File: src/vdm_pkg.sv
// Package for the vibrato delay modulator: widths, constants, codes and shared types.
package vdm_pkg;

    // Parameter defaults
    localparam int unsigned LINE_DEPTH_DEF = 2048;
    localparam int unsigned PHASE_BITS_DEF = 24;

    // Field and register widths
    localparam int unsigned SAMPLE_W   = 16;
    localparam int unsigned DELAY_W    = 11;
    localparam int unsigned CFG_IDX_W  = 2;
    localparam int unsigned CFG_DATA_W = 24;
    localparam int unsigned MAXD_W     = 11;
    localparam int unsigned DEPTH_W    = 16;
    localparam int unsigned STEP_W     = 24;

    // Datapath widths of the front sequencer
    localparam int unsigned OPA_W  = 32;
    localparam int unsigned OPB_W  = 16;
    localparam int unsigned PROD_W = OPA_W + OPB_W;
    localparam int unsigned ACC_W  = 19;

    // Fixed-point constants
    localparam logic [15:0] Q15_ONE   = 16'd32768;
    localparam logic [14:0] Q14_ONE   = 15'd16384;
    localparam logic [31:0] Q30_ONE   = 32'h4000_0000;
    localparam logic [15:0] COEF_T2   = 16'd40426;
    localparam logic [15:0] COEF_T4   = 16'd8312;
    localparam logic [15:0] COEF_T6   = 16'd684;
    localparam logic [15:0] COEF_T8   = 16'd30;

    // Configuration register indexes
    typedef enum logic [CFG_IDX_W-1:0] {
        CFG_ENABLE     = 2'd0,
        CFG_MAX_DELAY  = 2'd1,
        CFG_LFO_DEPTH  = 2'd2,
        CFG_PHASE_STEP = 2'd3
    } t_cfg_index;

    // One configuration write
    typedef struct packed {
        logic                  we;
        logic [CFG_IDX_W-1:0]  index;
        logic [CFG_DATA_W-1:0] data;
    } t_cfg_wr;

    // Work handed from the front to the back
    typedef struct packed {
        logic signed [SAMPLE_W-1:0] sample;
        logic [DELAY_W-1:0]         delay;
        logic                       bypass;
    } t_job;

    // Queue status seen by its two sides
    typedef struct packed {
        logic full;
        logic empty;
    } t_queue_status;

    // Front sequencer steps
    typedef enum logic [3:0] {
        S_IDLE,
        S_SQ,
        S_T2,
        S_T4,
        S_C2,
        S_T6,
        S_C4,
        S_T8,
        S_C6,
        S_C8,
        S_DC,
        S_MOD,
        S_HM,
        S_DLY,
        S_PUSH
    } t_front_state;

endpackage

File: src/vdm_queue.sv
// Two-entry job queue between the front and the back.
module vdm_queue (
    input  logic                   i_clk,
    input  logic                   i_rst_n,
    input  logic                   i_push,
    input  vdm_pkg::t_job          i_job,
    input  logic                   i_pop,
    output vdm_pkg::t_job          o_job,
    output vdm_pkg::t_queue_status o_status
);

    vdm_pkg::t_job r_mem [2];
    logic          r_wr;
    logic          r_rd;
    logic [1:0]    r_count;
    logic          do_push;
    logic          do_pop;

    // Qualify the two handshakes
    assign do_push = i_push && (r_count != 2'd2);
    assign do_pop  = i_pop && (r_count != 2'd0);

    // Advance pointers and count
    always_ff @(posedge i_clk) begin
        if (!i_rst_n) begin
            r_wr    <= 1'b0;
            r_rd    <= 1'b0;
            r_count <= 2'd0;
        end else begin
            if (do_push) begin
                r_wr <= ~r_wr;
            end
            if (do_pop) begin
                r_rd <= ~r_rd;
            end
            if (do_push && !do_pop) begin
                r_count <= r_count + 2'd1;
            end else if (do_pop && !do_push) begin
                r_count <= r_count - 2'd1;
            end
        end
    end

    // Store the pushed item
    always_ff @(posedge i_clk) begin
        if (do_push) begin
            r_mem[r_wr] <= i_job;
        end
    end

    assign o_job          = r_mem[r_rd];
    assign o_status.full  = (r_count == 2'd2);
    assign o_status.empty = (r_count == 2'd0);

endmodule

File: config.mk
export PLATFORM = sky130hd
export DESIGN_NAME = vdm_queue
export DESIGN_NICKNAME = d
export VERILOG_FILES = /design/src/vdm_pkg.sv /design/src/vdm_queue.sv
export SDC_FILE = /design/constraint.sdc
export NUM_CORES = 1
export LEC_CHECK = 0
export ABC_AREA = 0
export BUFFER_PORTS_ARGS = -buffer_cell sky130_fd_sc_hd__buf_2
export CAP_MARGIN = 0
export CORE_MARGIN = 2
export CORE_UTILIZATION = 42
export CTS_CLUSTER_SIZE = 8
export DETAILED_ROUTE_END_ITERATION = 16
export PLACE_DENSITY = 0.68
export RECOVER_POWER = 100
export SKIP_CTS_REPAIR_TIMING = 1
export SYNTH_ARGS = -nofsm -noshare
export SYNTH_HDL_FRONTEND = slang
export SYNTH_SLANG_ARGS = --single-unit
File: constraint.sdc
create_clock -name i_clk -period 4.1 [get_ports i_clk]
set_clock_uncertainty 0.15 [all_clocks]
set_input_delay 0.41 -clock i_clk [delete_from_list [all_inputs] [get_ports i_clk]]
set_output_delay 0.41 -clock i_clk [all_outputs]
set_load 0.005 [all_outputs]
==> report_table.html <==
<table>
<tr><th>Metric</th><th>Value</th></tr>
<tr><th colspan="2">Timing</th></tr>
<tr><td>Min Clock Period, post-route</td><td>about 3.0 ns</td></tr>
<tr><td>Worst slew slack as a fraction of its limit</td><td>-0.245</td></tr>
<tr><td>Minimum hold slack</td><td>0.111 ns</td></tr>
<tr><td>Transition time of the tightest slew-check pin</td><td>1.85 ns</td></tr>
<tr><td>Final total negative setup slack</td><td>0 ns</td></tr>
<tr><td>Hold violation total from the final report</td><td>0</td></tr>
<tr><td>RSZ-0062 raised after global routing</td><td>false</td></tr>
<tr><td>Highest attainable clock frequency</td><td>0.334 GHz</td></tr>
<tr><td>Pins Over Slew Limit</td><td>15</td></tr>
<tr><td>Endpoints failing setup</td><td>0</td></tr>
<tr><td>Final clock period utilization by the worst path</td><td>0.730</td></tr>
<tr><th colspan="2">Pwr</th></tr>
<tr><td>Total power after layout</td><td>~1.6 mW</td></tr>
<tr><td>Switching share of power</td><td>0.272</td></tr>
<tr><td>Share of power burned in the clock network</td><td>0.264</td></tr>
<tr><td>Cell area power density</td><td>596 mW/mm^2</td></tr>
<tr><td>Internal power summed over all cells</td><td>1.19 mW</td></tr>
<tr><td>Static Leakage</td><td>0.986 nW</td></tr>
<tr><td>Share of total power in combinational logic</td><td>0.217</td></tr>
<tr><td>Peak supply drop</td><td>about 0.38 mV</td></tr>
<tr><td>Fraction of power consumed by sequential logic</td><td>0.519</td></tr>
<tr><td>Net Sw Power</td><td>0.447 mW</td></tr>
<tr><th colspan="2">Setup path</th></tr>
<tr><td>Top fanout value on the critical path</td><td>16</td></tr>
<tr><td>Critical path, cell by cell</td><td>nand2b_1, inv_1, nor3_1, buf_4</td></tr>
<tr><td>Endpoint required time on the critical path</td><td>3.97 ns</td></tr>
<tr><td>Kind of capture point of the worst setup path</td><td>flop</td></tr>
<tr><td>CP arrival</td><td>about 2.9 ns</td></tr>
<tr><td>WS Path Type</td><td>flop to flop</td></tr>
<tr><td>Nature of the critical path startpoint</td><td>flop</td></tr>
<tr><td>Library cell contributing the largest single delay on the critical path</td><td>sky130_fd_sc_hd__nor3_1</td></tr>
<tr><td>Largest stage delay on the critical path</td><td>1.39 ns</td></tr>
<tr><th colspan="2">CTS</th></tr>
<tr><td>Sinks on Clock Net</td><td>61</td></tr>
<tr><td>Clk Tree Root Cell</td><td>sky130_fd_sc_hd__clkbuf_8</td></tr>
<tr><td>Total clock buffers created by CTS</td><td>9</td></tr>
<tr><td>Clk Latency, worst-skew pair</td><td>0.33 ns</td></tr>
<tr><td>H-tree levels</td><td>3</td></tr>
<tr><td>Maximum number of buffers from clock root to sink</td><td>2</td></tr>
<tr><td>Clock tree from TritonCTS</td><td>yes</td></tr>
<tr><td>Clock transition at the register clock pins on the worst setup and hold paths after CTS</td><td>~0.07 ns</td></tr>
<tr><th colspan="2">Detailed routing</th></tr>
<tr><td>Drt pass-1 iters</td><td>6</td></tr>
<tr><td>Vias per std cell</td><td>4.71</td></tr>
<tr><td>Post-DR wirelength/cell</td><td>between 15 and 20 um</td></tr>
<tr><td>Total wire length</td><td>a little over 4000 um</td></tr>
<tr><td>Number of DRC violations after detailed routing</td><td>0</td></tr>
<tr><td>DR iter-0 viols</td><td>79</td></tr>
<tr><td>Antenna-violating nets left</td><td>0</td></tr>
<tr><td>Vias post-DR</td><td>around 1.2k</td></tr>
<tr><th colspan="2">Status</th></tr>
<tr><td>Result of the run</td><td>complete, but fails checks</td></tr>
<tr><td>Violated checks</td><td>max-capacitance violations, max-slew violations</td></tr>
<tr><th colspan="2">GRT</th></tr>
<tr><td>Initial antenna violation count</td><td>0</td></tr>
<tr><td>Vias in the first global route</td><td>roughly 1.3k</td></tr>
<tr><td>Maximum number of pins on one net before global-route repair</td><td>29</td></tr>
<tr><td>Global-route wire length before repair</td><td>6370 um</td></tr>
<tr><td>Remaining global-route overflow</td><td>0</td></tr>
<tr><td>Combined global-route utilization of all metal layers</td><td>0.146</td></tr>
<tr><th colspan="2">Finish</th></tr>
<tr><td>Area delta synth-&gt;final</td><td>22.5%</td></tr>
<tr><td>Final core occ</td><td>0.536</td></tr>
<tr><td>Final antenna diode count</td><td>0</td></tr>
<tr><td>Final Instance Area</td><td>approximately 0.0028 mm^2</td></tr>
<tr><td>Proportion of layout cells with a drive suffix above 1</td><td>0.415</td></tr>
<tr><td>Number of nets in the layout</td><td>216</td></tr>
<tr><th colspan="2">Floorplanning</th></tr>
<tr><td>Number of core rows</td><td>26</td></tr>
<tr><td>Initial core utilization</td><td>0.438</td></tr>
<tr><td>Die boundary height</td><td>just under 80 um</td></tr>
<tr><td>Number of ports placed on the die boundary</td><td>slightly above 60</td></tr>
<tr><td>Placeable core region</td><td>0.00514 mm^2</td></tr>
<tr><td>Die W</td><td>77.2 um</td></tr>
<tr><td>Die Footprint</td><td>around 0.0060 mm^2</td></tr>
<tr><th colspan="2">Synthesis</th></tr>
<tr><td>Cell type with the largest total area after synthesis</td><td>sky130_fd_sc_hd__edfxtp_1</td></tr>
<tr><td>Warnings from Yosys</td><td>0</td></tr>
<tr><td>Synth async-reset ratio</td><td>0</td></tr>
<tr><td>Count of mapped cells out of synthesis</td><td>112</td></tr>
<tr><td>Syn_area_per_cell</td><td>20.1 um^2</td></tr>
<tr><td>Mapped cell area</td><td>0.00225 mm^2</td></tr>
<tr><td>Proportion of netlist area held by the largest area contributor</td><td>0.747</td></tr>
<tr><td>Unique masters post-synth</td><td>21</td></tr>
<tr><td>EDFF count, synth</td><td>56</td></tr>
<tr><td>Most frequent cell after synthesis</td><td>sky130_fd_sc_hd__edfxtp_1</td></tr>
<tr><td>Sequential cell area fraction in the yosys report</td><td>0.792</td></tr>
<tr><td>Number of nets in the synthesized netlist</td><td>145</td></tr>
<tr><td>Largest cells by area after synthesis</td><td>sky130_fd_sc_hd__edfxtp_1 (75%), sky130_fd_sc_hd__mux2_2 (14%), sky130_fd_sc_hd__dfxtp_1 (4.4%)</td></tr>
<tr><td>Top cells by instance count after synthesis</td><td>sky130_fd_sc_hd__edfxtp_1 (56), sky130_fd_sc_hd__mux2_2 (28), sky130_fd_sc_hd__dfxtp_1 (5), sky130_fd_sc_hd__and2_1 (3)</td></tr>
<tr><td>Most used flip-flop cell after synthesis</td><td>sky130_fd_sc_hd__edfxtp_1</td></tr>
<tr><td>Flop and latch count out of synthesis</td><td>61</td></tr>
<tr><th colspan="2">Placement</th></tr>
<tr><td>Area after DPL</td><td>0.00265 mm^2</td></tr>
<tr><td>Buffers on Ports</td><td>61</td></tr>
<tr><td>Detailed-placement wirelength estimate</td><td>approximately 2800 um</td></tr>
<tr><td>Last weighted congestion value of the routability-driven placer</td><td>0.636</td></tr>
<tr><th colspan="2">Flow run</th></tr>
<tr><td>Max Cap Viol</td><td>1</td></tr>
<tr><th colspan="2">Hold path</th></tr>
<tr><td>Hold Crit Class</td><td>primary input to flop</td></tr>
</table>
[logic make-up (layout without fill, tap and decap cells)]
| logic type | Yosys count | after routing | synth area share |
|---|---|---|---|
| xor gates and xnor gates | 3 | 3 | 0.0117 |
| muxes | 28 | 28 | 0.140 |
| adders and majority gates | 1 | 1 | 0.00556 |
| buffers and inverters | 5 | 81 | 0.0122 |
| and+or+nand+nor | 9 | 9 | 0.0245 |
| AOI/OAI and AO/OA | 5 | 5 | 0.0145 |
| DFF | 61 | 61 | 0.792 |
[final timing paths]
path	from	endpoint	slack [ns]	cells after the start
worst min register to register	r_count[1]	r_count[1]	0.42	2
worst min-delay path	i_job[26]	r_mem[1][26]	0.11	1
worst max register to register	r_count[0]	r_mem[0][24]	1.10	4
worst max-delay path	r_count[0]	r_mem[0][24]	1.10	4
[power groups by stage]
stage	Sequential (mW)	Combinational [mW]	Clock, mW
finish	0.852	0.356	0.434
global route	0.866	0.393	0.468
CTS	0.856	0.382	0.445
detailed placement	0.869	0.379	0
global placement	0.859	0.368	0
floorplan	0.820	0.261	0
[through the flow]
step	std cells	setup WS, ns
final	258	1.10
after global routing	258	0.880
after CTS	258	1.43
after detailed placement	242	1.80
after global placement	242	1.84
after floorplan	112	1.81
[flip-flops by register name (all words and copies together) (netlist names), named ones only]
name	count
r_wr	1
r_count	2
r_rd	1
r_mem	56
[cells in the final DEF (no fill, tap or decap), drive strengths merged]
| cell | n |
|---|---|
| nor2 | 2 |
| a21boi | 2 |
| or3 | 1 |
| mux2 | 28 |
| buf | 37 |
| xnor2 | 2 |
| o21a | 1 |
| clkinvlp | 1 |
| xor2 | 1 |
| dfxtp | 5 |
| clkbuf | 36 |
| nand2b | 1 |
| nor3 | 1 |
| and3 | 1 |
| clkinv | 5 |
| and2 | 3 |
| edfxtp | 56 |
| ha | 1 |
| inv | 2 |
| o21ai | 2 |
[worst max-delay path, delay by kind of cell, from the launching register on]
family                 cells  cell delay, ns
buffers and inverters      2            0.54
DFF                        1            0.42
and+or+nand+nor            2            1.56
[routing by layer]
layer / track usage / vias to the layer above / wire length, um
li1: - / 576 / -
met1: 0.161 / 588 / 1610
met2: 0.242 / 43 / 2110
met3: 0.0529 / 9 / 248
met4: 0.0857 / 0 / 80
met5: 0 / - / 0
[layout make-up]
type,instances,area [um^2]
Multi-Input combinational cell,46,437
Inverter,2,7.51
Clock buffer,10,128
Tap cell,70,87.6
Sequential cell,61,1780
Clock inverter,6,30.0
Fill cell,465,2380
Timing Repair Buffer,63,285
Power figures use the tool's default switching activity.
