## src/vdm_pkg.sv

```systemverilog
// Package for the vibrato delay modulator: widths, constants, codes and shared types.
package vdm_pkg;

    // Parameter defaults
    localparam int unsigned LINE_DEPTH_DEF = 2048;
    localparam int unsigned PHASE_BITS_DEF = 24;

    // Field and register widths
    localparam int unsigned SAMPLE_W   = 16;
    localparam int unsigned DELAY_W    = 11;
    localparam int unsigned CFG_IDX_W  = 2;
    localparam int unsigned CFG_DATA_W = 24;
    localparam int unsigned MAXD_W     = 11;
    localparam int unsigned DEPTH_W    = 16;
    localparam int unsigned STEP_W     = 24;

    // Datapath widths of the front sequencer
    localparam int unsigned OPA_W  = 32;
    localparam int unsigned OPB_W  = 16;
    localparam int unsigned PROD_W = OPA_W + OPB_W;
    localparam int unsigned ACC_W  = 19;

    // Fixed-point constants
    localparam logic [15:0] Q15_ONE   = 16'd32768;
    localparam logic [14:0] Q14_ONE   = 15'd16384;
    localparam logic [31:0] Q30_ONE   = 32'h4000_0000;
    localparam logic [15:0] COEF_T2   = 16'd40426;
    localparam logic [15:0] COEF_T4   = 16'd8312;
    localparam logic [15:0] COEF_T6   = 16'd684;
    localparam logic [15:0] COEF_T8   = 16'd30;

    // Configuration register indexes
    typedef enum logic [CFG_IDX_W-1:0] {
        CFG_ENABLE     = 2'd0,
        CFG_MAX_DELAY  = 2'd1,
        CFG_LFO_DEPTH  = 2'd2,
        CFG_PHASE_STEP = 2'd3
    } t_cfg_index;

    // One configuration write
    typedef struct packed {
        logic                  we;
        logic [CFG_IDX_W-1:0]  index;
        logic [CFG_DATA_W-1:0] data;
    } t_cfg_wr;

    // Work handed from the front to the back
    typedef struct packed {
        logic signed [SAMPLE_W-1:0] sample;
        logic [DELAY_W-1:0]         delay;
        logic                       bypass;
    } t_job;

    // Queue status seen by its two sides
    typedef struct packed {
        logic full;
        logic empty;
    } t_queue_status;

    // Front sequencer steps
    typedef enum logic [3:0] {
        S_IDLE,
        S_SQ,
        S_T2,
        S_T4,
        S_C2,
        S_T6,
        S_C4,
        S_T8,
        S_C6,
        S_C8,
        S_DC,
        S_MOD,
        S_HM,
        S_DLY,
        S_PUSH
    } t_front_state;

endpackage

```

## src/vdm_front.sv

```systemverilog
// Front part: accepts samples, holds the LFO and computes the read delay per item.
module vdm_front #(
    parameter int unsigned LINE_DEPTH = vdm_pkg::LINE_DEPTH_DEF,
    parameter int unsigned PHASE_BITS = vdm_pkg::PHASE_BITS_DEF
) (
    input  logic                              i_clk,
    input  logic                              i_rst_n,
    input  vdm_pkg::t_cfg_wr                  i_cfg,
    input  logic                              i_push,
    input  logic signed [vdm_pkg::SAMPLE_W-1:0] i_sample,
    output logic                              o_full,
    input  vdm_pkg::t_queue_status            i_qstat,
    output logic                              o_q_push,
    output vdm_pkg::t_job                     o_job
);

    localparam int unsigned PHASE_SHIFT = 32 - PHASE_BITS;

    vdm_pkg::t_front_state r_state;
    vdm_pkg::t_front_state n_state;

    // Configuration registers
    logic                          r_enable;
    logic [vdm_pkg::MAXD_W-1:0]    r_max_delay;
    logic [vdm_pkg::DEPTH_W-1:0]   r_depth;
    logic [vdm_pkg::STEP_W-1:0]    r_step;

    // LFO and per-item working registers
    logic [PHASE_BITS-1:0]         r_phase;
    logic signed [vdm_pkg::SAMPLE_W-1:0] r_sample;
    logic                          r_bypass;
    logic [14:0]                   r_t;
    logic                          r_neg;
    logic [15:0]                   r_t2;
    logic [15:0]                   r_t4;
    logic [15:0]                   r_t6;
    logic [15:0]                   r_t8;
    logic signed [vdm_pkg::ACC_W-1:0] r_acc;
    logic [31:0]                   r_m;
    logic [vdm_pkg::DELAY_W-1:0]   r_delay;
    logic [vdm_pkg::PROD_W-1:0]    r_prod;

    // Combinational helpers
    logic                          accept;
    logic [31:0]                   p32;
    logic [15:0]                   p16;
    logic [1:0]                    quad;
    logic [14:0]                   t_sel;
    logic [PHASE_BITS-1:0]         step_ext;
    logic [15:0]                   t2_now;
    logic [16:0]                   p15;
    logic signed [vdm_pkg::ACC_W-1:0] term;
    logic [15:0]                   f_clamp;
    logic [15:0]                   depth_sat;
    logic [11:0]                   d_raw;
    logic [vdm_pkg::DELAY_W-1:0]   d_sat;
    logic [vdm_pkg::OPA_W-1:0]     op_a;
    logic [vdm_pkg::OPB_W-1:0]     op_b;

    assign o_full = (r_state != vdm_pkg::S_IDLE);
    assign accept = i_push && !o_full;

    // Split the phase into quadrant and position within it
    assign p32      = 32'(r_phase) << PHASE_SHIFT;
    assign p16      = p32[31:16];
    assign quad     = p16[15:14];
    assign t_sel    = quad[0] ? (vdm_pkg::Q14_ONE - {1'b0, p16[13:0]}) : {1'b0, p16[13:0]};
    assign step_ext = PHASE_BITS'(r_step);

    // Take scaled terms out of the last product
    assign t2_now = r_prod[28:13];
    assign p15    = r_prod[31:15];
    assign term   = $signed({2'b00, p15});

    // Clamp the quarter cosine and the depth
    always_comb begin
        if (r_acc < 0) begin
            f_clamp = 16'd0;
        end else if (r_acc > $signed({3'b000, vdm_pkg::Q15_ONE})) begin
            f_clamp = vdm_pkg::Q15_ONE;
        end else begin
            f_clamp = r_acc[15:0];
        end
        depth_sat = (r_depth > vdm_pkg::Q15_ONE) ? vdm_pkg::Q15_ONE : r_depth;
    end

    // Form the delay and hold it inside the ring
    assign d_raw = 12'd1 + r_prod[41:30];
    assign d_sat = (32'(d_raw) > 32'(LINE_DEPTH - 1)) ? vdm_pkg::DELAY_W'(LINE_DEPTH - 1)
                                                      : vdm_pkg::DELAY_W'(d_raw);

    // Select the multiplier operands for each step
    always_comb begin
        op_a = '0;
        op_b = '0;
        unique case (r_state)
            vdm_pkg::S_SQ: begin
                op_a = 32'(r_t);
                op_b = 16'(r_t);
            end
            vdm_pkg::S_T2: begin
                op_a = 32'(t2_now);
                op_b = t2_now;
            end
            vdm_pkg::S_T4: begin
                op_a = 32'(vdm_pkg::COEF_T2);
                op_b = r_t2;
            end
            vdm_pkg::S_C2: begin
                op_a = 32'(r_t4);
                op_b = r_t2;
            end
            vdm_pkg::S_T6: begin
                op_a = 32'(vdm_pkg::COEF_T4);
                op_b = r_t4;
            end
            vdm_pkg::S_C4: begin
                op_a = 32'(r_t4);
                op_b = r_t4;
            end
            vdm_pkg::S_T8: begin
                op_a = 32'(vdm_pkg::COEF_T6);
                op_b = r_t6;
            end
            vdm_pkg::S_C6: begin
                op_a = 32'(vdm_pkg::COEF_T8);
                op_b = r_t8;
            end
            vdm_pkg::S_DC: begin
                op_a = 32'(depth_sat);
                op_b = f_clamp;
            end
            vdm_pkg::S_HM: begin
                op_a = r_m;
                op_b = 16'(r_max_delay[vdm_pkg::MAXD_W-1:1]);
            end
            default: begin
                op_a = '0;
                op_b = '0;
            end
        endcase
    end

    // Drive the queue push
    always_comb begin
        o_q_push      = (r_state == vdm_pkg::S_PUSH) && !i_qstat.full;
        o_job.sample  = r_sample;
        o_job.delay   = r_delay;
        o_job.bypass  = r_bypass;
    end

    // Step through the sequence
    always_comb begin
        n_state = r_state;
        unique case (r_state)
            vdm_pkg::S_IDLE: begin
                if (accept) begin
                    n_state = r_enable ? vdm_pkg::S_SQ : vdm_pkg::S_PUSH;
                end
            end
            vdm_pkg::S_SQ:  n_state = vdm_pkg::S_T2;
            vdm_pkg::S_T2:  n_state = vdm_pkg::S_T4;
            vdm_pkg::S_T4:  n_state = vdm_pkg::S_C2;
            vdm_pkg::S_C2:  n_state = vdm_pkg::S_T6;
            vdm_pkg::S_T6:  n_state = vdm_pkg::S_C4;
            vdm_pkg::S_C4:  n_state = vdm_pkg::S_T8;
            vdm_pkg::S_T8:  n_state = vdm_pkg::S_C6;
            vdm_pkg::S_C6:  n_state = vdm_pkg::S_C8;
            vdm_pkg::S_C8:  n_state = vdm_pkg::S_DC;
            vdm_pkg::S_DC:  n_state = vdm_pkg::S_MOD;
            vdm_pkg::S_MOD: n_state = vdm_pkg::S_HM;
            vdm_pkg::S_HM:  n_state = vdm_pkg::S_DLY;
            vdm_pkg::S_DLY: n_state = vdm_pkg::S_PUSH;
            vdm_pkg::S_PUSH: begin
                if (!i_qstat.full) begin
                    n_state = vdm_pkg::S_IDLE;
                end
            end
            default: n_state = vdm_pkg::S_IDLE;
        endcase
    end

    // Hold state, configuration and LFO phase
    always_ff @(posedge i_clk) begin
        if (!i_rst_n) begin
            r_state     <= vdm_pkg::S_IDLE;
            r_enable    <= 1'b0;
            r_max_delay <= '0;
            r_depth     <= '0;
            r_step      <= '0;
            r_phase     <= '0;
        end else begin
            r_state <= n_state;
            if (i_cfg.we) begin
                unique case (vdm_pkg::t_cfg_index'(i_cfg.index))
                    vdm_pkg::CFG_ENABLE:     r_enable    <= i_cfg.data[0];
                    vdm_pkg::CFG_MAX_DELAY:  r_max_delay <= i_cfg.data[vdm_pkg::MAXD_W-1:0];
                    vdm_pkg::CFG_LFO_DEPTH:  r_depth     <= i_cfg.data[vdm_pkg::DEPTH_W-1:0];
                    vdm_pkg::CFG_PHASE_STEP: r_step      <= i_cfg.data[vdm_pkg::STEP_W-1:0];
                endcase
            end
            // Advance the phase after its value was taken for this item
            if (accept && r_enable) begin
                r_phase <= r_phase + step_ext;
            end
        end
    end

    // Work registers of the sequence
    always_ff @(posedge i_clk) begin
        r_prod <= vdm_pkg::PROD_W'(op_a) * vdm_pkg::PROD_W'(op_b);
        unique case (r_state)
            vdm_pkg::S_IDLE: begin
                if (accept) begin
                    r_sample <= i_sample;
                    r_bypass <= !r_enable;
                    r_t      <= t_sel;
                    r_neg    <= quad[1] ^ quad[0];
                    r_delay  <= '0;
                end
            end
            vdm_pkg::S_T2:  r_t2  <= t2_now;
            vdm_pkg::S_T4:  r_t4  <= p15[15:0];
            vdm_pkg::S_C2:  r_acc <= $signed({3'b000, vdm_pkg::Q15_ONE}) - term;
            vdm_pkg::S_T6:  r_t6  <= p15[15:0];
            vdm_pkg::S_C4:  r_acc <= r_acc + term;
            vdm_pkg::S_T8:  r_t8  <= p15[15:0];
            vdm_pkg::S_C6:  r_acc <= r_acc - term;
            vdm_pkg::S_C8:  r_acc <= r_acc + term;
            vdm_pkg::S_MOD: begin
                r_m <= r_neg ? (vdm_pkg::Q30_ONE + r_prod[31:0])
                             : (vdm_pkg::Q30_ONE - r_prod[31:0]);
            end
            vdm_pkg::S_DLY: r_delay <= d_sat;
            default: begin
            end
        endcase
    end

endmodule

```

## config.mk

```make
export PLATFORM = sky130hd
export DESIGN_NAME = vdm_front
export DESIGN_NICKNAME = d
export VERILOG_FILES = /design/src/vdm_pkg.sv /design/src/vdm_front.sv
export SDC_FILE = /design/constraint.sdc
export NUM_CORES = 2
export LEC_CHECK = 0
export ABC_AREA = 1
export BUFFER_PORTS_ARGS = -buffer_cell sky130_fd_sc_hd__buf_2
export CAP_MARGIN = 10
export CORE_ASPECT_RATIO = 0.8
export CORE_MARGIN = 5
export CORE_UTILIZATION = 59
export DETAILED_ROUTE_END_ITERATION = 8
export HOLD_SLACK_MARGIN = 0.12
export PLACE_DENSITY = 0.74
export SLEW_MARGIN = 20
export SYNTH_ARGS = -nofsm -noshare
export SYNTH_HDL_FRONTEND = slang
export SYNTH_SLANG_ARGS = --single-unit
export TNS_END_PERCENT = 30
```

## constraint.sdc

```tcl
create_clock -name i_clk -period 21 [get_ports i_clk]
set_clock_uncertainty 0.05 [all_clocks]
set_input_delay 0 -clock i_clk [delete_from_list [all_inputs] [get_ports i_clk]]
set_output_delay 0 -clock i_clk [all_outputs]
set_load 0.05 [all_outputs]
```

==> reports/summary.txt <==
Post-synth EDFFs: 159
Drt first-iter violations: 3299
Mapped cell area: 0.0303 mm2
Period minus WS final: 8.47 ns
Post-synthesis area per instance: 8.05 um2
Post-synth ARST share: 0%
Synth top area cells: fa_1 (27%), edfxtp_1 (16%), nand2_1 (11%), inv_1 (9.8%), dfxtp_1 (8.0%)
FP Rows: 74
Initial Util: 59.5%
RePlAce Congestion: 1.07
CP required: 21.40 ns
Initial antenna violation count: 3
Total Neg Setup Slack: 0 ns
Synth Flop Type: edfxtp_1
Postcts setup bufs: 0
Clock Path Buffers: 3
Io pins: 78
Routed len/inst: 20.0 um
Fill cells: 4369
DRT Wirelength: 93400 um
First-pass GRT wire length: 145000 um
Clock-pin slew on the worst setup and hold paths: 0.07 ns
Worst Setup Slack, final: 12.53 ns
Largest net degree at the start of global routing: 58
Detail Placement HPWL: 72500 um
Final ANT Viol Nets: 0
Leak: 0.0161 uW
Htree depth: 1
Setup CP Type: flop to flop
First-pass DRT Iterations: 6
Clock Latency Late Sink: 0.59 ns
R2R Path End: r_prod[34]
Most common cell after layout, fill and taps aside: nand2_1
Worst Setup End Kind: flop
Cells after Synth: 3767
Total Power: 5720 uW
Dpl ws: 12.91 ns
Vias in the first global route: 25.4k
Root Buffer: clkbuf_16
Max VDD drop: 0.000138 V
Commonest non-fill, non-tap cells in the layout: nand2_1 (867), inv_1 (788), fa_1 (407)
Layout area overhead: 9.68%
Final Cycle Share: 40.3%
Crit-path slowest cell: o21ai_0
Drc violations: 0
Crit Path Max Fanout: 14
Port buffer count: 76
Cells on worst reg2reg path: 26
Slowest stage delay, CP: 0.93 ns
Synth warn: 0
Final setup viols: 0
CP endpoint: r_prod[34]
Top-area cell type share of the netlist area: 26.9%
Reg-to-Reg Start: r_state[1]
CTS tree: yes
Hold Fails Final Rpt: 0
Die W: 263 um
Cts bufs inserted: 28
Launch point of the critical path: r_state[1]
Sequential element share of the synthesized area: 23.7%
Slew headroom: 24.2%
Post_cts resized: 0
Crit path launch type: flop
HP Class: input port to flop
Power per Cell Area: 172 mW/mm2
Core area: 0.0509 mm2
Die area: 0.0560 mm2
Status: complete, no violations
Fin nets: 4546
Worst Path Arrival: 8.86 ns
Vias: 26.2k
CTS sink cnt: 280
Layout cells sized above 1: 5.38%
Pins over their slew limit: 0
Slew @ Worst Pin: 1.13 ns
Total GRT Usage: 33.3%
Vias per inst: 5.63
Max Fclk: 0.118 GHz
Post-synth cell types: 52
Max-Cap Viols: 0
Area leader, netlist: fa_1
Die H: 213 um
Hold Slack: 0.236 ns
Grt ovf: 0
RSZ-0062 raised after global routing: false
Worst R2R Setup Slack: 12.53 ns
Register bit total from synthesis: 280
# hold bufs at CTS: 88
==> critical path: cells and delay by family, from the launching register on <==
kind / cells / cell delay (ns)
fa+ha+maj: 7 / 3.67
compound gates: 3 / 1.26
flops: 1 / 0.47
simple gates: 11 / 2.29
buf+inv: 5 / 0.57
==> flip-flops by register name (all words and copies together), names as in the netlist, 11 cells and up <==
register,cells
r_delay,11
r_m,32
r_t,15
r_acc,19
r_t2,16
r_depth,16
r_phase,24
r_prod,42
r_step,24
r_sample,16
r_t8,16
r_t4,16
r_t6,16
==> power by group <==
group,internal [uW],switching (uW)
combinational,1360,2920
clock,281,234
sequential,780,146
==> metrics by stage <==
stage	util (%)	area [um2]	cells
floorplan	-	30600	3840
global placement	61.7	31400	4519
detailed placement	61.7	31400	4519
CTS	65.3	33200	4659
global route	65.3	33200	4660
finish	65.3	33200	4660
==> cells in the mapped netlist (all sizes together), types with 63 or more instances <==
cell type / n
o21ai: 185
dfxtp: 121
fa: 407
ha: 138
nand2: 884
edfxtp: 159
a21oi: 263
buf: 63
inv: 800
nor2: 286
xor2: 92
nand3: 148
==> metal layers <==
layer / global-route usage, % / routed length [um] / up-vias
li1: - / - / 11900
met1: 48.4 / 38000 / 12400
met2: 48.3 / 38300 / 1608
met3: 12.1 / 14200 / 237
met4: 7.93 / 2800 / 2
met5: 0 / 13 / -
==> cell families (layout without fill, tap and decap cells) <==
logic type | Yosys count | in the layout | synth area share (%)
other | 2 | 76 | 0.0248
adders and majority gates | 545 | 545 | 32.6
xor gates and xnor gates | 111 | 111 | 3.21
and+or+nand+nor | 1424 | 1424 | 19.7
DFF | 280 | 280 | 23.7
buffers and inverters | 898 | 1033 | 11.6
AOI/OAI and AO/OA | 507 | 507 | 9.10
==> worst min-delay path by stage <==
stage / startpoint / endpoint / slack, ns / depth (start not counted)
5_1_grt: i_cfg[4] / r_max_delay[4] / 0.27 / 4
3_5_place_dp: i_sample[1] / r_sample[1] / 0.13 / 1
6_report: i_cfg[13] / r_depth[13] / 0.24 / 4
4_1_cts: i_cfg[15] / r_depth[15] / 0.22 / 4
3_3_place_gp: i_sample[11] / r_sample[11] / 0.13 / 1
2_1_floorplan: i_sample[0] / r_sample[0] / 0.05 / 0
==> area by class of cell <==
type / count / area [um2] / share of cell area [%]
Clock buffer: 37 / 796 / 2.39
Antenna cell: 1 / 2.50 / 0.00753
Tap cell: 684 / 856 / 2.57
Inverter: 801 / 3010 / 9.04
Multi-Input combinational cell: 2662 / 19900 / 59.8
Clock inverter: 15 / 125 / 0.376
Timing Repair Buffer: 180 / 1380 / 4.16
Sequential cell: 280 / 7200 / 21.7
Power figures use the tool's default switching activity.
